--- config.mk ---
export PLATFORM = sky130hd
export DESIGN_NAME = fragment_reassembly_tracker
export DESIGN_NICKNAME = d
export VERILOG_FILES = /design/src/hdl/frt_pkg.sv /design/src/hdl/fragment_reassembly_tracker.sv /design/src/hdl/frt_check.sv /design/src/hdl/frt_engine.sv
export VERILOG_INCLUDE_DIRS = /design/src /design/src/hdl
export SDC_FILE = /design/constraint.sdc
export NUM_CORES = 2
export LEC_CHECK = 0
export BUFFER_PORTS_ARGS = -buffer_cell sky130_fd_sc_hd__buf_4
export CAP_MARGIN = 20
export CORE_ASPECT_RATIO = 0.6
export CORE_MARGIN = 2
export CORE_UTILIZATION = 35
export DETAILED_ROUTE_END_ITERATION = 6
export GPL_TIMING_DRIVEN = 0
export SYNTH_ARGS = -nofsm -noshare
export SYNTH_HDL_FRONTEND = slang
export SYNTH_SLANG_ARGS = --single-unit
--- constraint.sdc ---
create_clock -name i_clk -period 15.16 [get_ports i_clk]
set_clock_uncertainty 0.05 [all_clocks]
set_input_delay 2.274 -clock i_clk [delete_from_list [all_inputs] [get_ports i_clk]]
set_output_delay 2.274 -clock i_clk [all_outputs]
set_load 0.05 [all_outputs]
--- src/hdl/assert_macros.svh ---
// assertion helpers for the rtl
`ifndef ASSERT_MACROS_SVH
`define ASSERT_MACROS_SVH

// property holds on every clock edge out of reset
`define ASSERT_CLK(label, clk, rst_n, prop, msg) \
    label: assert property (@(posedge clk) disable iff (!rst_n) (prop)) else $error(msg);

// plain assertion that also holds during reset
`define ASSERT_ALWAYS(label, clk, prop, msg) \
    label: assert property (@(posedge clk) (prop)) else $error(msg);

`endif

--- src/hdl/frt_pkg.sv ---
//------------------------------------------------------------------------------
// frt_pkg
// constants and types shared by the fragment reassembly tracker
//------------------------------------------------------------------------------
`default_nettype none
package frt_pkg;
    localparam int SLOT_COUNT        = 8;
    localparam int MAX_FRAGMENTS     = 64;
    localparam int CHUNK_BYTES       = 256;
    localparam int MAX_MESSAGE_BYTES = 16384;

    localparam logic [31:0] TIMEOUT_RESET = 32'd5000;
    localparam logic [14:0] MAXMSG_RESET  = 15'd16384;

    localparam logic [1:0] ST_PENDING  = 2'd0;
    localparam logic [1:0] ST_COMPLETE = 2'd1;
    localparam logic [1:0] ST_INVALID  = 2'd2;

    localparam logic OP_FEED   = 1'b0;
    localparam logic OP_EXPIRE = 1'b1;

    // register indexes
    localparam logic REG_TIMEOUT = 1'b0;
    localparam logic REG_MAXMSG  = 1'b1;

    typedef struct packed {
        logic [1:0]  status;
        logic        store_chunk;
        logic [2:0]  slot_index;
        logic [13:0] byte_offset;
        logic [8:0]  write_len;
        logic [14:0] total_len;
        logic [7:0]  expired_mask;
    } t_result;
endpackage
`default_nettype wire

--- src/hdl/fragment_reassembly_tracker.sv ---
//------------------------------------------------------------------------------
// fragment_reassembly_tracker
// tracks message fragments in a table of reassembly slots
//------------------------------------------------------------------------------
//  channel | signals                 | direction
//  input   | i_valid / o_ready       | one header or expire beat in
//  output  | o_valid / i_ready       | one result beat out
//  config  | apb psel..pready        | timeout_ms at 0x0, max_message_bytes at 0x4
//
//  a feed beat holds off the next accept until its result moves out: it passes a start
//  register, a scan of the single-read-port slot memory, then decide, read, update,
//  done and the move into the output register
//  expire and invalid beats skip the read-modify-write
//  a full output register holds the result in the engine and blocks the input
//  reset is synchronous, active low; clears slot valid bits, not the memory
`default_nettype none
module fragment_reassembly_tracker #(
    parameter int SLOT_COUNT        = frt_pkg::SLOT_COUNT,
    parameter int MAX_FRAGMENTS     = frt_pkg::MAX_FRAGMENTS,
    parameter int CHUNK_BYTES       = frt_pkg::CHUNK_BYTES,
    parameter int MAX_MESSAGE_BYTES = frt_pkg::MAX_MESSAGE_BYTES
) (
    input  wire logic        i_clk,
    input  wire logic        i_rst_n,
    input  wire logic        i_valid,
    output logic             o_ready,
    input  wire logic        i_op,
    input  wire logic [47:0] i_now_ms,
    input  wire logic [15:0] i_message_id,
    input  wire logic [15:0] i_fragment_index,
    input  wire logic [15:0] i_fragment_count,
    input  wire logic [15:0] i_chunk_len,
    output logic             o_valid,
    input  wire logic        i_ready,
    output logic [1:0]       o_status,
    output logic             o_store_chunk,
    output logic [2:0]       o_slot_index,
    output logic [13:0]      o_byte_offset,
    output logic [8:0]       o_write_len,
    output logic [14:0]      o_total_len,
    output logic [7:0]       o_expired_mask,
    input  wire logic        psel,
    input  wire logic        penable,
    input  wire logic        pwrite,
    input  wire logic [2:0]  paddr,
    input  wire logic [31:0] pwdata,
    output logic [31:0]      prdata,
    output logic             pready
);
    `include "assert_macros.svh"

    logic [31:0] r_timeout;
    logic [14:0] r_maxmsg;
    logic        r_busy;
    logic        r_op;
    logic [47:0] r_now;
    logic [15:0] r_id, r_fidx, r_fcnt, r_clen;
    logic        r_ovalid;
    logic        r_start;
    logic        r_hold;
    frt_pkg::t_result r_out;

    logic        w_accept;
    logic        w_move;
    logic        w_out_inv;
    logic        w_bad, w_last, w_eng_busy, w_done;
    frt_pkg::t_result w_res;

    assign pready    = 1'b1;
    assign w_accept  = i_valid && o_ready;
    assign o_ready   = i_rst_n && !r_busy;
    // engine result moves into the output register once it is free
    assign w_move    = (w_done || r_hold) && (!r_ovalid || i_ready);
    assign w_out_inv = o_valid && (o_status == frt_pkg::ST_INVALID);

    always_comb begin
        unique case (paddr[2])
            frt_pkg::REG_TIMEOUT: prdata = r_timeout;
            frt_pkg::REG_MAXMSG:  prdata = {17'd0, r_maxmsg};
            default:              prdata = '0;
        endcase
    end

    always_ff @(posedge i_clk) begin
        if (!i_rst_n) begin
            r_timeout <= frt_pkg::TIMEOUT_RESET;
            r_maxmsg  <= frt_pkg::MAXMSG_RESET;
        end else if (psel && penable && pwrite && paddr[1:0] == 2'd0) begin
            if (paddr[2] == frt_pkg::REG_TIMEOUT) r_timeout <= pwdata;
            else r_maxmsg <= pwdata[14:0];
        end
    end

    always_ff @(posedge i_clk) begin
        if (w_accept) begin
            r_op <= i_op; r_now <= i_now_ms; r_id <= i_message_id;
            r_fidx <= i_fragment_index; r_fcnt <= i_fragment_count;
            r_clen <= i_chunk_len;
        end
        if (w_move) r_out <= w_res;
    end

    // busy covers the engine run; output register parts the result side
    always_ff @(posedge i_clk) begin
        if (!i_rst_n) begin
            r_busy   <= 1'b0;
            r_ovalid <= 1'b0;
            r_hold   <= 1'b0;
        end else begin
            if (w_accept) r_busy <= 1'b1;
            else if (w_move) r_busy <= 1'b0;
            if (w_move) r_ovalid <= 1'b1;
            else if (i_ready) r_ovalid <= 1'b0;
            // engine result waits while output full
            r_hold <= (w_done || r_hold) && !w_move;
        end
    end

    always_ff @(posedge i_clk) begin
        if (!i_rst_n) begin
            r_start <= 1'b0;
        end else begin
            r_start <= w_accept;
        end
    end

    frt_check #(
        .MAX_FRAGMENTS(MAX_FRAGMENTS), .CHUNK_BYTES(CHUNK_BYTES),
        .MAX_MESSAGE_BYTES(MAX_MESSAGE_BYTES)
    ) u_check (
        .i_clk(i_clk), .i_fragment_index(i_fragment_index),
        .i_fragment_count(i_fragment_count), .i_chunk_len(i_chunk_len),
        .i_max_message_bytes(r_maxmsg), .i_load(w_accept),
        .o_bad(w_bad), .o_last(w_last)
    );

    frt_engine #(
        .SLOT_COUNT(SLOT_COUNT), .MAX_FRAGMENTS(MAX_FRAGMENTS),
        .CHUNK_BYTES(CHUNK_BYTES)
    ) u_engine (
        .i_clk(i_clk), .i_rst_n(i_rst_n), .i_start(r_start),
        .i_op(r_op), .i_now_ms(r_now), .i_message_id(r_id),
        .i_fragment_index(r_fidx), .i_fragment_count(r_fcnt),
        .i_chunk_len(r_clen), .i_timeout_ms(r_timeout),
        .i_bad(w_bad), .i_last(w_last),
        .o_busy(w_eng_busy), .o_done(w_done), .o_result(w_res)
    );

    assign o_valid        = r_ovalid;
    assign o_status       = r_out.status;
    assign o_store_chunk  = r_out.store_chunk;
    assign o_slot_index   = r_out.slot_index;
    assign o_byte_offset  = r_out.byte_offset;
    assign o_write_len    = r_out.write_len;
    assign o_total_len    = r_out.total_len;
    assign o_expired_mask = r_out.expired_mask;

    `ASSERT_CLK(a_no_accept_busy, i_clk, i_rst_n, w_eng_busy |-> !w_accept, "accept while busy")
    `ASSERT_CLK(a_done_in_run, i_clk, i_rst_n, w_done |-> r_busy, "done without beat")
    `ASSERT_CLK(a_invalid_clean, i_clk, i_rst_n, w_out_inv |-> !o_store_chunk, "invalid stores")
    `ASSERT_CLK(a_hold_full, i_clk, i_rst_n, r_hold |-> o_valid, "hold with output empty")
endmodule
`default_nettype wire

--- src/hdl/frt_check.sv ---
//------------------------------------------------------------------------------
// frt_check
// header validation for one fragment, registered into the engine
//------------------------------------------------------------------------------
`default_nettype none
module frt_check #(
    parameter int MAX_FRAGMENTS     = frt_pkg::MAX_FRAGMENTS,
    parameter int CHUNK_BYTES       = frt_pkg::CHUNK_BYTES,
    parameter int MAX_MESSAGE_BYTES = frt_pkg::MAX_MESSAGE_BYTES
) (
    input  wire logic        i_clk,
    input  wire logic [15:0] i_fragment_index,
    input  wire logic [15:0] i_fragment_count,
    input  wire logic [15:0] i_chunk_len,
    input  wire logic [14:0] i_max_message_bytes,
    input  wire logic        i_load,
    output logic             o_bad,
    output logic             o_last
);
    logic [47:0] w_total;
    logic        w_last;
    logic        n_bad;
    logic        r_bad;
    logic        r_last;

    always_comb begin
        w_total = 48'(i_fragment_count) * 48'(CHUNK_BYTES);
        w_last  = (17'(i_fragment_index) + 17'd1) == 17'(i_fragment_count);
        n_bad = (i_fragment_count == 16'd0)
             || (32'(i_fragment_count) > 32'(MAX_FRAGMENTS))
             || (i_fragment_index >= i_fragment_count)
             || (32'(i_chunk_len) > 32'(CHUNK_BYTES))
             || (w_total > 48'(i_max_message_bytes))
             || (w_total > 48'(MAX_MESSAGE_BYTES))
             || (!w_last && (32'(i_chunk_len) != 32'(CHUNK_BYTES)))
             || (w_last && (i_fragment_count > 16'd1) && (i_chunk_len == 16'd0));
    end

    always_ff @(posedge i_clk) begin
        if (i_load) begin
            r_bad  <= n_bad;
            r_last <= w_last;
        end
    end

    assign o_bad  = r_bad;
    assign o_last = r_last;
endmodule
`default_nettype wire

--- src/hdl/frt_engine.sv ---
//------------------------------------------------------------------------------
// frt_engine
// slot table in one memory, scanned one entry a cycle, then modified
//------------------------------------------------------------------------------
`default_nettype none
module frt_engine #(
    parameter int SLOT_COUNT    = frt_pkg::SLOT_COUNT,
    parameter int MAX_FRAGMENTS = frt_pkg::MAX_FRAGMENTS,
    parameter int CHUNK_BYTES   = frt_pkg::CHUNK_BYTES
) (
    input  wire logic        i_clk,
    input  wire logic        i_rst_n,
    input  wire logic        i_start,
    input  wire logic        i_op,
    input  wire logic [47:0] i_now_ms,
    input  wire logic [15:0] i_message_id,
    input  wire logic [15:0] i_fragment_index,
    input  wire logic [15:0] i_fragment_count,
    input  wire logic [15:0] i_chunk_len,
    input  wire logic [31:0] i_timeout_ms,
    input  wire logic        i_bad,
    input  wire logic        i_last,
    output logic             o_busy,
    output logic             o_done,
    output frt_pkg::t_result o_result
);
    localparam int SW = (SLOT_COUNT > 1) ? $clog2(SLOT_COUNT) : 1;
    localparam int FW = (MAX_FRAGMENTS > 1) ? $clog2(MAX_FRAGMENTS) : 1;
    localparam int CW = $clog2(MAX_FRAGMENTS + 1);
    localparam int EW = 16 + CW + CW + MAX_FRAGMENTS + 1 + 15 + 48;

    localparam logic [2:0] S_IDLE = 3'd0;
    localparam logic [2:0] S_SCAN = 3'd1;
    localparam logic [2:0] S_MOD  = 3'd2;
    localparam logic [2:0] S_RD   = 3'd3;
    localparam logic [2:0] S_UPD  = 3'd4;
    localparam logic [2:0] S_DONE = 3'd5;

    typedef struct packed {
        logic [15:0]              id;
        logic [CW-1:0]            ftotal;
        logic [CW-1:0]            rtotal;
        logic [MAX_FRAGMENTS-1:0] bits;
        logic                     lknown;
        logic [14:0]              len;
        logic [47:0]              first;
    } t_entry;

    // entry payload in memory, active bits in flops (reset clears them)
    t_entry                r_mem [SLOT_COUNT];
    t_entry                r_rd;
    logic [SLOT_COUNT-1:0] r_active;

    logic [2:0]  r_state;
    logic [SW:0] r_idx;
    logic        r_rd_ok;
    logic [SW-1:0] r_rd_idx;
    logic        r_hit;
    logic [SW-1:0] r_hit_idx;
    logic        r_free;
    logic [SW-1:0] r_free_idx;
    logic        r_old_ok;
    logic [SW-1:0] r_old_idx;
    logic [47:0] r_old_time;
    logic [SLOT_COUNT-1:0] r_exp;
    logic [SW-1:0] r_slot;
    logic        r_new;
    frt_pkg::t_result r_res;
    frt_pkg::t_result n_res;

    logic          w_scan;
    logic          w_rd_en;
    logic [SW-1:0] w_rd_addr;
    logic          w_wr_en;
    logic [SW-1:0] w_wr_addr;
    t_entry        w_wr_data;
    t_entry        w_cur;
    logic [47:0]   w_age;
    logic [FW-1:0] w_fidx;
    logic [CW-1:0] w_rtot;
    logic [13:0]   w_off;
    logic [14:0]   w_len;
    logic [7:0]    w_mask;
    logic          w_mis;
    logic          w_dup;
    logic          w_cpl;

    always_comb begin
        w_scan    = (r_state == S_SCAN) && (32'(r_idx) < SLOT_COUNT);
        w_rd_en   = w_scan || r_state == S_RD;
        w_rd_addr = (r_state == S_RD) ? r_slot : r_idx[SW-1:0];
        w_age     = i_now_ms - r_rd.first;
        w_fidx    = i_fragment_index[FW-1:0];
        w_off     = 14'(32'(i_fragment_index) * CHUNK_BYTES);
        w_len     = 15'(w_off) + 15'(i_chunk_len);
        // fresh slot starts empty
        w_cur = r_rd;
        if (r_new) begin
            w_cur.ftotal = CW'(i_fragment_count);
            w_cur.rtotal = '0;
            w_cur.bits   = '0;
            w_cur.lknown = 1'b0;
            w_cur.len    = '0;
            w_cur.first  = i_now_ms;
        end
        w_cur.id = i_message_id;
        w_rtot = w_cur.rtotal + CW'(1);
        w_mis  = !r_new && (r_rd.ftotal != CW'(i_fragment_count));
        w_dup  = !r_new && r_rd.bits[w_fidx];
        w_cpl  = (w_rtot == w_cur.ftotal);
        w_wr_data = w_cur;
        w_wr_data.bits[w_fidx] = 1'b1;
        w_wr_data.rtotal = w_rtot;
        if (i_last) begin
            w_wr_data.len    = w_len;
            w_wr_data.lknown = 1'b1;
        end
        // mismatch and duplicate leave the entry untouched
        w_wr_en   = (r_state == S_UPD) && !w_mis && !w_dup;
        w_wr_addr = r_slot;
        w_mask = '0;
        for (int k = 0; k < SLOT_COUNT && k < 8; k++) w_mask[k] = r_exp[k];

        n_res = r_res;
        if (r_state == S_MOD) begin
            n_res = '0;
            if (i_op == frt_pkg::OP_EXPIRE) n_res.expired_mask = w_mask;
            else if (i_bad) n_res.status = frt_pkg::ST_INVALID;
        end else if (r_state == S_UPD) begin
            n_res = '0;
            if (w_mis) begin
                n_res.status = frt_pkg::ST_INVALID;
            end else begin
                n_res.slot_index = 3'(r_slot);
                if (!w_dup) begin
                    n_res.store_chunk = 1'b1;
                    n_res.byte_offset = w_off;
                    n_res.write_len   = 9'(i_chunk_len);
                    if (w_cpl && !(w_cur.lknown || i_last)) begin
                        n_res = '0;
                        n_res.status = frt_pkg::ST_INVALID;
                    end else if (w_cpl) begin
                        n_res.status    = frt_pkg::ST_COMPLETE;
                        n_res.total_len = i_last ? w_len : w_cur.len;
                    end
                end
            end
        end
    end

    always_ff @(posedge i_clk) begin
        if (w_rd_en) r_rd <= r_mem[w_rd_addr];
        if (w_wr_en) r_mem[w_wr_addr] <= w_wr_data;
    end

    always_ff @(posedge i_clk) begin
        if (!i_rst_n) begin
            r_state  <= S_IDLE;
            r_active <= '0;
            r_rd_ok  <= 1'b0;
        end else begin
            r_rd_ok  <= w_scan;
            r_rd_idx <= r_idx[SW-1:0];
            unique case (r_state)
                S_IDLE: begin
                    if (i_start) begin
                        r_state    <= S_SCAN;
                        r_idx      <= '0;
                        r_hit      <= 1'b0;
                        r_free     <= 1'b0;
                        r_old_ok   <= 1'b0;
                        r_exp      <= '0;
                    end
                end
                S_SCAN: begin
                    if (32'(r_idx) < SLOT_COUNT) r_idx <= r_idx + (SW+1)'(1);
                    if (r_rd_ok) begin
                        if (i_op == frt_pkg::OP_EXPIRE) begin
                            if (r_active[r_rd_idx] && w_age > 48'(i_timeout_ms)) begin
                                r_exp[r_rd_idx]    <= 1'b1;
                                r_active[r_rd_idx] <= 1'b0;
                            end
                        end else begin
                            if (r_active[r_rd_idx] && r_rd.id == i_message_id && !r_hit) begin
                                r_hit     <= 1'b1;
                                r_hit_idx <= r_rd_idx;
                            end
                            if (!r_active[r_rd_idx] && !r_free) begin
                                r_free     <= 1'b1;
                                r_free_idx <= r_rd_idx;
                            end
                            if (!r_old_ok || r_rd.first < r_old_time) begin
                                r_old_ok   <= 1'b1;
                                r_old_idx  <= r_rd_idx;
                                r_old_time <= r_rd.first;
                            end
                        end
                    end
                    if (32'(r_idx) == SLOT_COUNT && !r_rd_ok) r_state <= S_MOD;
                end
                S_MOD: begin
                    r_res <= n_res;
                    if (i_op == frt_pkg::OP_EXPIRE || i_bad) begin
                        r_state <= S_DONE;
                    end else begin
                        r_slot  <= r_hit ? r_hit_idx : (r_free ? r_free_idx : r_old_idx);
                        r_new   <= !r_hit;
                        r_state <= S_RD;
                    end
                end
                S_RD: begin
                    r_state <= S_UPD;
                end
                S_UPD: begin
                    r_state <= S_DONE;
                    r_res   <= n_res;
                    if (!w_mis && !w_dup) r_active[r_slot] <= !w_cpl;
                end
                S_DONE: r_state <= S_IDLE;
                default: r_state <= S_IDLE;
            endcase
        end
    end

    // mismatch must not write: guard write enable
    assign o_busy   = (r_state != S_IDLE);
    assign o_done   = (r_state == S_DONE);
    assign o_result = r_res;
endmodule
`default_nettype wire

Word-level counts from Yosys, hierarchy flattened
Memory sizes are Yosys's and may differ from the RTL's. A register that Yosys moved wholly into a read port is not among the register bits.
Index checks and enable logic that the tools add are counted.
Widths: inputs -> output; s select.
{"block": "word_totals", "output_inout_bits": 87, "mem_bits_rw": 1264, "word_cells": 240, "register_bits": 341, "n_memories": 1}
{"block": "op_classes", "n_mux": 66, "n_lt_le_gt_ge": 15, "n_bitwise": 8, "addsub": 5, "reduce_logical": 79, "n_eq_ne": 22}
{"memory": "u_engine.r_mem", "depth": 8, "word_bits": 158, "read_ports": 1, "rd_ports_with_merged_regs": 1, "write_ports": 1, "line_no": "frt_engine.sv:50", "text": "t_entry r_mem [SLOT_COUNT];"}
{"op": "$mux 142", "count": 1}
{"op": "$mux 52", "count": 2}
{"op": "$mux 8", "count": 9}
{"op": "$or 64x64->64", "count": 1}
{"op": "$pmux 32 s2", "count": 1}
{"op": "$mux 50", "count": 1}
{"op": "$gt 48x32->1", "count": 1}
{"op": "$lt 48x48->1", "count": 1}
{"op": "$sub 48x48->48", "count": 1}
{"op": "$mux 15", "count": 3}
{"op": "$logic_not 16->1", "count": 2}
{"op": "$pmux 8 s2", "count": 2}
{"op": "$mux 27", "count": 1}
{"op": "$logic_and 1x1->1", "count": 25}
{"op": "$gt 24x15->1", "count": 1}
{"op": "$gt 24x15->1 const B", "count": 1}
{"op": "$reduce_and 6->1", "count": 4}
{"op": "$mux 1", "count": 22}
{"op": "$ne 2x2->1 const B", "count": 10}
{"op": "$reduce_and 5->1", "count": 4}
{"op": "$mux 3", "count": 6}
{"op": "$add 16x1->17 const B", "count": 1}
{"op": "$eq 17x16->1", "count": 1}
{"op": "$eq 16x16->1", "count": 1}
{"op": "47 further kinds", "count": 93}

Depth between registers and ports, before layout
{"block": "depth", "depth_word": 10, "mapped_depth": 25, "ltp_nobuf": 23}

Cells and area by module
Synthesis repeated with hierarchy kept, for this count alone.
{"block": "unflattened", "hier_cells": 4161, "area_unflattened_um2": 73755.7}
{"mod": "frt_engine", "instances": 1, "area_each_um2": 65155.0, "cells_per_inst": 3565, "seq_area_each_um2": 46634.7}
{"mod": "fragment_reassembly_tracker", "instances": 1, "area_each_um2": 7289.5, "cells_per_inst": 415, "seq_area_each_um2": 5975.7}
{"mod": "frt_check", "instances": 1, "area_each_um2": 1311.3, "cells_per_inst": 181, "seq_area_each_um2": 60.1}

Least setup slack after synthesis
No wires, ideal clock.
{"block": "synth_timing", "path_kind": "reg-to-reg", "from": "register r_fidx[2]", "to": "memory u_engine.r_mem[0][0] (netlist bit) (enable)", "synth_period_minus_slack_ns": 13.945, "n_path_buf": 2, "setup_time_ns": 0.869, "t_arrival_ns": 13.026, "setup_slack_ns": 1.215, "stages_incl_launch_ff": 11, "cell_sequence": "edfxtp_1 -> clkbuf_1 -> buf_1 -> mux2_2 -> a32oi_1 -> nand4_1 -> a32o_1 -> nand2_1 -> a31oi_1 -> or3_1 -> nor3_1"}
{"block": "synth_via", "elab_chain_len": 7}
{"item": "from (decl)", "line_no": "fragment_reassembly_tracker.sv:57", "text": "logic [15:0] r_id, r_fidx, r_fcnt, r_clen;"}
{"item": "from (signal assigned)", "line_no": "fragment_reassembly_tracker.sv:97", "text": "r_fidx <= i_fragment_index; r_fcnt <= i_fragment_count;"}
{"item": "$bmux 1 s6", "line_no": "frt_engine.sv:109", "text": "w_dup = !r_new && r_rd.bits[w_fidx];"}
{"item": "$mux 1 (not written as such)", "line_no": "frt_engine.sv:109"}
{"item": "$logic_and 1x1->1", "line_no": "frt_engine.sv:109"}
{"item": "$logic_not 1->1", "line_no": "frt_engine.sv:119", "text": "w_wr_en = (r_state == S_UPD) && !w_mis && !w_dup;"}
{"item": "$logic_and 1x1->1", "line_no": "frt_engine.sv:119"}
{"item": "$mux 1", "line_no": "frt_engine.sv:153", "text": "if (w_wr_en) r_mem[w_wr_addr] <= w_wr_data;"}
{"item": "$mux 1 (not written as such)", "line_no": "frt_engine.sv:153"}
{"item": "to (decl)", "line_no": "frt_engine.sv:50"}
No other way between the ends. The select of a mux whose other input is x is not followed.

Worst setup path after layout
{"block": "layout_timing", "from": "register, netlist name u_engine.r_rd[7]", "to": "register u_engine.r_exp[2] (enable)"}
{"block": "layout_via", "elab_chain_len": 5}
{"item": "$sub 48x48->48", "line_no": "frt_engine.sv:92", "text": "w_age = i_now_ms - r_rd.first;"}
{"item": "$gt 48x32->1", "line_no": "frt_engine.sv:179", "text": "if (r_active[r_rd_idx] && w_age > 48'(i_timeout_ms)) begin"}
{"item": "$logic_and 1x1->1", "line_no": "frt_engine.sv:179"}
{"item": "$ne 2x2->1 (no source line)"}
{"item": "$reduce_and 6->1 (no source line)"}
{"item": "to (signal assigned)", "line_no": "frt_engine.sv:172", "text": "r_exp <= '0;"}
{"item": "to (signal, indexed assignment)", "line_no": "frt_engine.sv:180", "text": "r_exp[r_rd_idx] <= 1'b1;"}
{"item": "to (decl)", "line_no": "frt_engine.sv:65", "text": "logic [SLOT_COUNT-1:0] r_exp;"}
No other way between the ends.
A chain may end at the register's enable or synchronous reset.

==> metrics.md <==
| Metric | Value |
|---|---|
| Seq/Total Area, Yosys | 69.3% |
| TritonRoute pass-1 iters | 6 |
| CP max stage delay | 750 ps |
| WS Path Type | reg2reg |
| Final GP Congestion | 0.886 |
| Final min period | 7160 ps |
| Met2 usage | 27.7% |
| Antenna violations before repair | 11 |
| Worst path cell trace | inv_1 -> ha_1 -> clkbuf_1 -> and3_1 -> a21boi_0 -> a41oi_1 -> nand2b_1 -> o21ai_0 -> a21o_1 -> nand2_1 -> xor2_1 -> ha_1 -> nand4_1 -> nor4_1 -> nand3_1 -> nand2_1 -> a21oi_1 -> nand3b_1 -> or4_1 -> or4_1 -> buf_2 -> nor4_1 -> nor3_1 |
| Seq pwr share | 52.6% |
| Top-count cell post-synth | edfxtp_1 |
| Critical Path AT | 7590 ps |
| Cts repair resizes | 0 |
| Yosys warnings | 0 |
| Ys flop type | edfxtp_1 |
| Worst-path fanout max | 9 |
| Final ANT Viol Nets | 0 |
| GR peak layer | met1 |
| Root Buffer | clkbuf_16 |
| Fillers | 19700 |
| Unique cell type count in the Yosys netlist | 86 |
| Register bit count reported by yosys | 1747 |
| Hold_buf cts | 0 |
| Mean post-synth cell area | 11.9 sq um |
| Number of I/O pins | 242 |
| Residual DRC | 0 |
| Max transition margin | 13.3% |
| Routed wire per std cell | 23.1 microns |
| Top cells by area, synth | edfxtp_1, nand2_1, nand3_1 |
| Crit share post-route | 47.2% |
| Final nets | 7160 |
| Number of synthesized flops with an enable pin | 1684 |
| Longest Clk Path Bufs | 4 |
| Outcome | completed |
| Async SR Flop Fraction | 0% |
| Via count | 52500 |
| PD cells | 116 nW/um^2 |
| Post-layout util | 41.2% |
| Crit. End Element | flip-flop |
| Routed vias/inst | 5.35 |
| Synth cell count leaders | edfxtp_1, nand2_1, nand3_1 |
| Clock power frac | 40.2% |
| Final setup fails | 0 |
| Layout cell share with drive strength beyond 1 | 9.97% |
| Overflow after GRT | 0 |
| Met1 Use GR | 32.0% |
| Yosys top cell by area | edfxtp_1 |
| Core area | 213000 sq um |
| H-tree depth | 4 |
| Syn-to-layout area delta | 17.2% |
| Max IR drop VDD | 74.6 uV |
| Global routing met3 resource utilization | 4.42% |
| CTS Buf Count | 165 |
| Die Width | 601 microns |
| Maximum Capacitance Violations | 0 |
| Endpoints failing hold | 0 |
| Crit path required time | 15590 ps |
| PortBufs | 232 |
| CP startpoint kind | flip-flop |
| Total power | 10.1 mW |
| Critical path's slowest cell | nor4_1 |
| First-pass GRT wire length | 330 mm |
| Final instance area | 87700 sq um |
| Min-Delay Path Class | reg2reg |
| RSZ-0062 raised after global routing | no |
| Largest net degree at the start of global routing | 50 |
| Starting Density | 35.2% |
| TritonCTS Sinks | 1747 |
| Sw Share | 23.1% |
| Area share of the largest cell type after synthesis | 67.6% |
| Final Max Tran Viols | 0 |
| Routed WL | 227 mm |
| Global Route Usage Sum | 20.2% |
| Synth Instances | 6264 |
| Clk_lat worst skew | 830 ps |
| TritonCTS clock tree | done |
| Leak | 31.5 nW |
| Fmax | 0.140 GHz |
| Die ar. | 218000 sq um |
| Worst-margin pin slew | 1300 ps |
| Initial DRC Count | 7457 |
| Cell Area, Placed | 82300 sq um |
| Die height | 362 microns |
| DP Wirelength | 160 mm |
| Clk slew on worst S/H paths | 70 ps |
| Net Switching | 2.34 mW |
| Buffer count from post-CTS setup fixing | 0 |
| # rows | 131 |
| P_int | 7.80 mW |
| Mapped cell area | 74800 sq um |
| Vias in the first global route | 48800 |
| Comb power frac | 7.2% |
per-layer routing:
| metal | part of all wire, % | routed length (microns) |
|---|---|---|
| met5 | 0.026 | 58 |
| met1 | 46 | 105000 |
| met2 | 40 | 91300 |
| met4 | 2.2 | 5110 |
| met3 | 11 | 25300 |
placed cells by master (no fill, tap or decap), types with 51 or more instances in the layout:
master,Yosys,routed
edfxtp_1,1684,1684
a21oi_1,129,127
buf_6,1,57
inv_1,196,196
clkbuf_1,304,340
dfxtp_1,63,63
nor2_1,138,132
o21ai_0,281,279
buf_4,10,254
nand2_1,1654,1654
nor2b_1,52,51
ha_1,159,159
clkbuf_16,0,167
a21o_1,54,54
xor2_1,55,55
o2bb2ai_1,56,56
nand3_1,835,835
sequential cells by signal (all words and copies together) (netlist names), 15 cells and up:
signal               cells
r_now                   48
u_engine.r_old_time     48
r_clen                  15
o_total_len             15
r_timeout               32
u_engine.o_result       44
r_maxmsg                15
u_engine.r_mem        1264
u_engine.r_rd          158
r_id                    16
final timing paths:
path                        startpoint           endpoint  slack (ps)  depth (start not counted)
setup / recovery      u_engine.r_rd[7]  u_engine.r_exp[2]        8000                         23
hold / removal    u_engine.o_result[3]  o_expired_mask[3]         350                          0
setup reg to reg      u_engine.r_rd[7]  u_engine.r_exp[2]        8000                         23
hold reg to reg   u_engine.o_result[3]  o_expired_mask[3]         350                          0
per-stage QoR:
stage | hold slack (ps) | worst slack, ps | instances | TNS [ps]
after detailed placement | 355 | 8010 | 9499 | 0
after global placement | 352 | -11680 | 9362 | -7105220
after floorplan | 350 | 1210 | 6271 | 0
after global routing | 369 | 7760 | 9823 | 0
final | 351 | 8000 | 9824 | 0
after CTS | 343 | 8040 | 9786 | 0
power by group through the flow:
stage | Clock [mW] | Combinational [mW] | Sequential [mW]
2_1_floorplan | 0 | 0.411 | 5.43
5_1_grt | 4.34 | 0.788 | 5.33
3_5_place_dp | 0 | 0.704 | 5.44
6_report | 4.08 | 0.725 | 5.33
3_3_place_gp | 0 | 0.677 | 5.46
4_1_cts | 4.13 | 0.708 | 5.33
worst max-delay path: cells and delay by family (launching register included):
kind | cells | cell delay, ps
AND/OR/NAND/NOR | 12 | 4080
AO/OA/AOI/OAI | 5 | 1050
buffers and inverters | 3 | 560
adder cells (fa/ha/maj) | 2 | 550
flip-flops | 1 | 430
XOR/XNOR | 1 | 180
cell families after synthesis:
family	after synthesis	synth area share, %
adder cells (fa/ha/maj)	161	2.71
AO/OA/AOI/OAI	765	6.53
multiplexers	47	0.667
flip-flops	1747	69.3
buffers and inverters	549	2.83
XOR/XNOR	92	1.08
AND/OR/NAND/NOR	2901	16.9
other	2	0.0100
layout make-up:
type / instances / area, sq um / area share [%]
diodes: 1 / 2.50 / 0.00285
plain buffers: 351 / 1380 / 1.57
clock buffers: 207 / 4340 / 4.95
clock inverters: 80 / 773 / 0.882
inverters: 198 / 743 / 0.848
multi-input cells: 3975 / 21000 / 24.0
flip-flops and latches: 1747 / 51800 / 59.1
well taps: 2859 / 3580 / 4.08
repair buffers: 406 / 4020 / 4.58
Note: power is estimated with default switching activity, not from simulation.
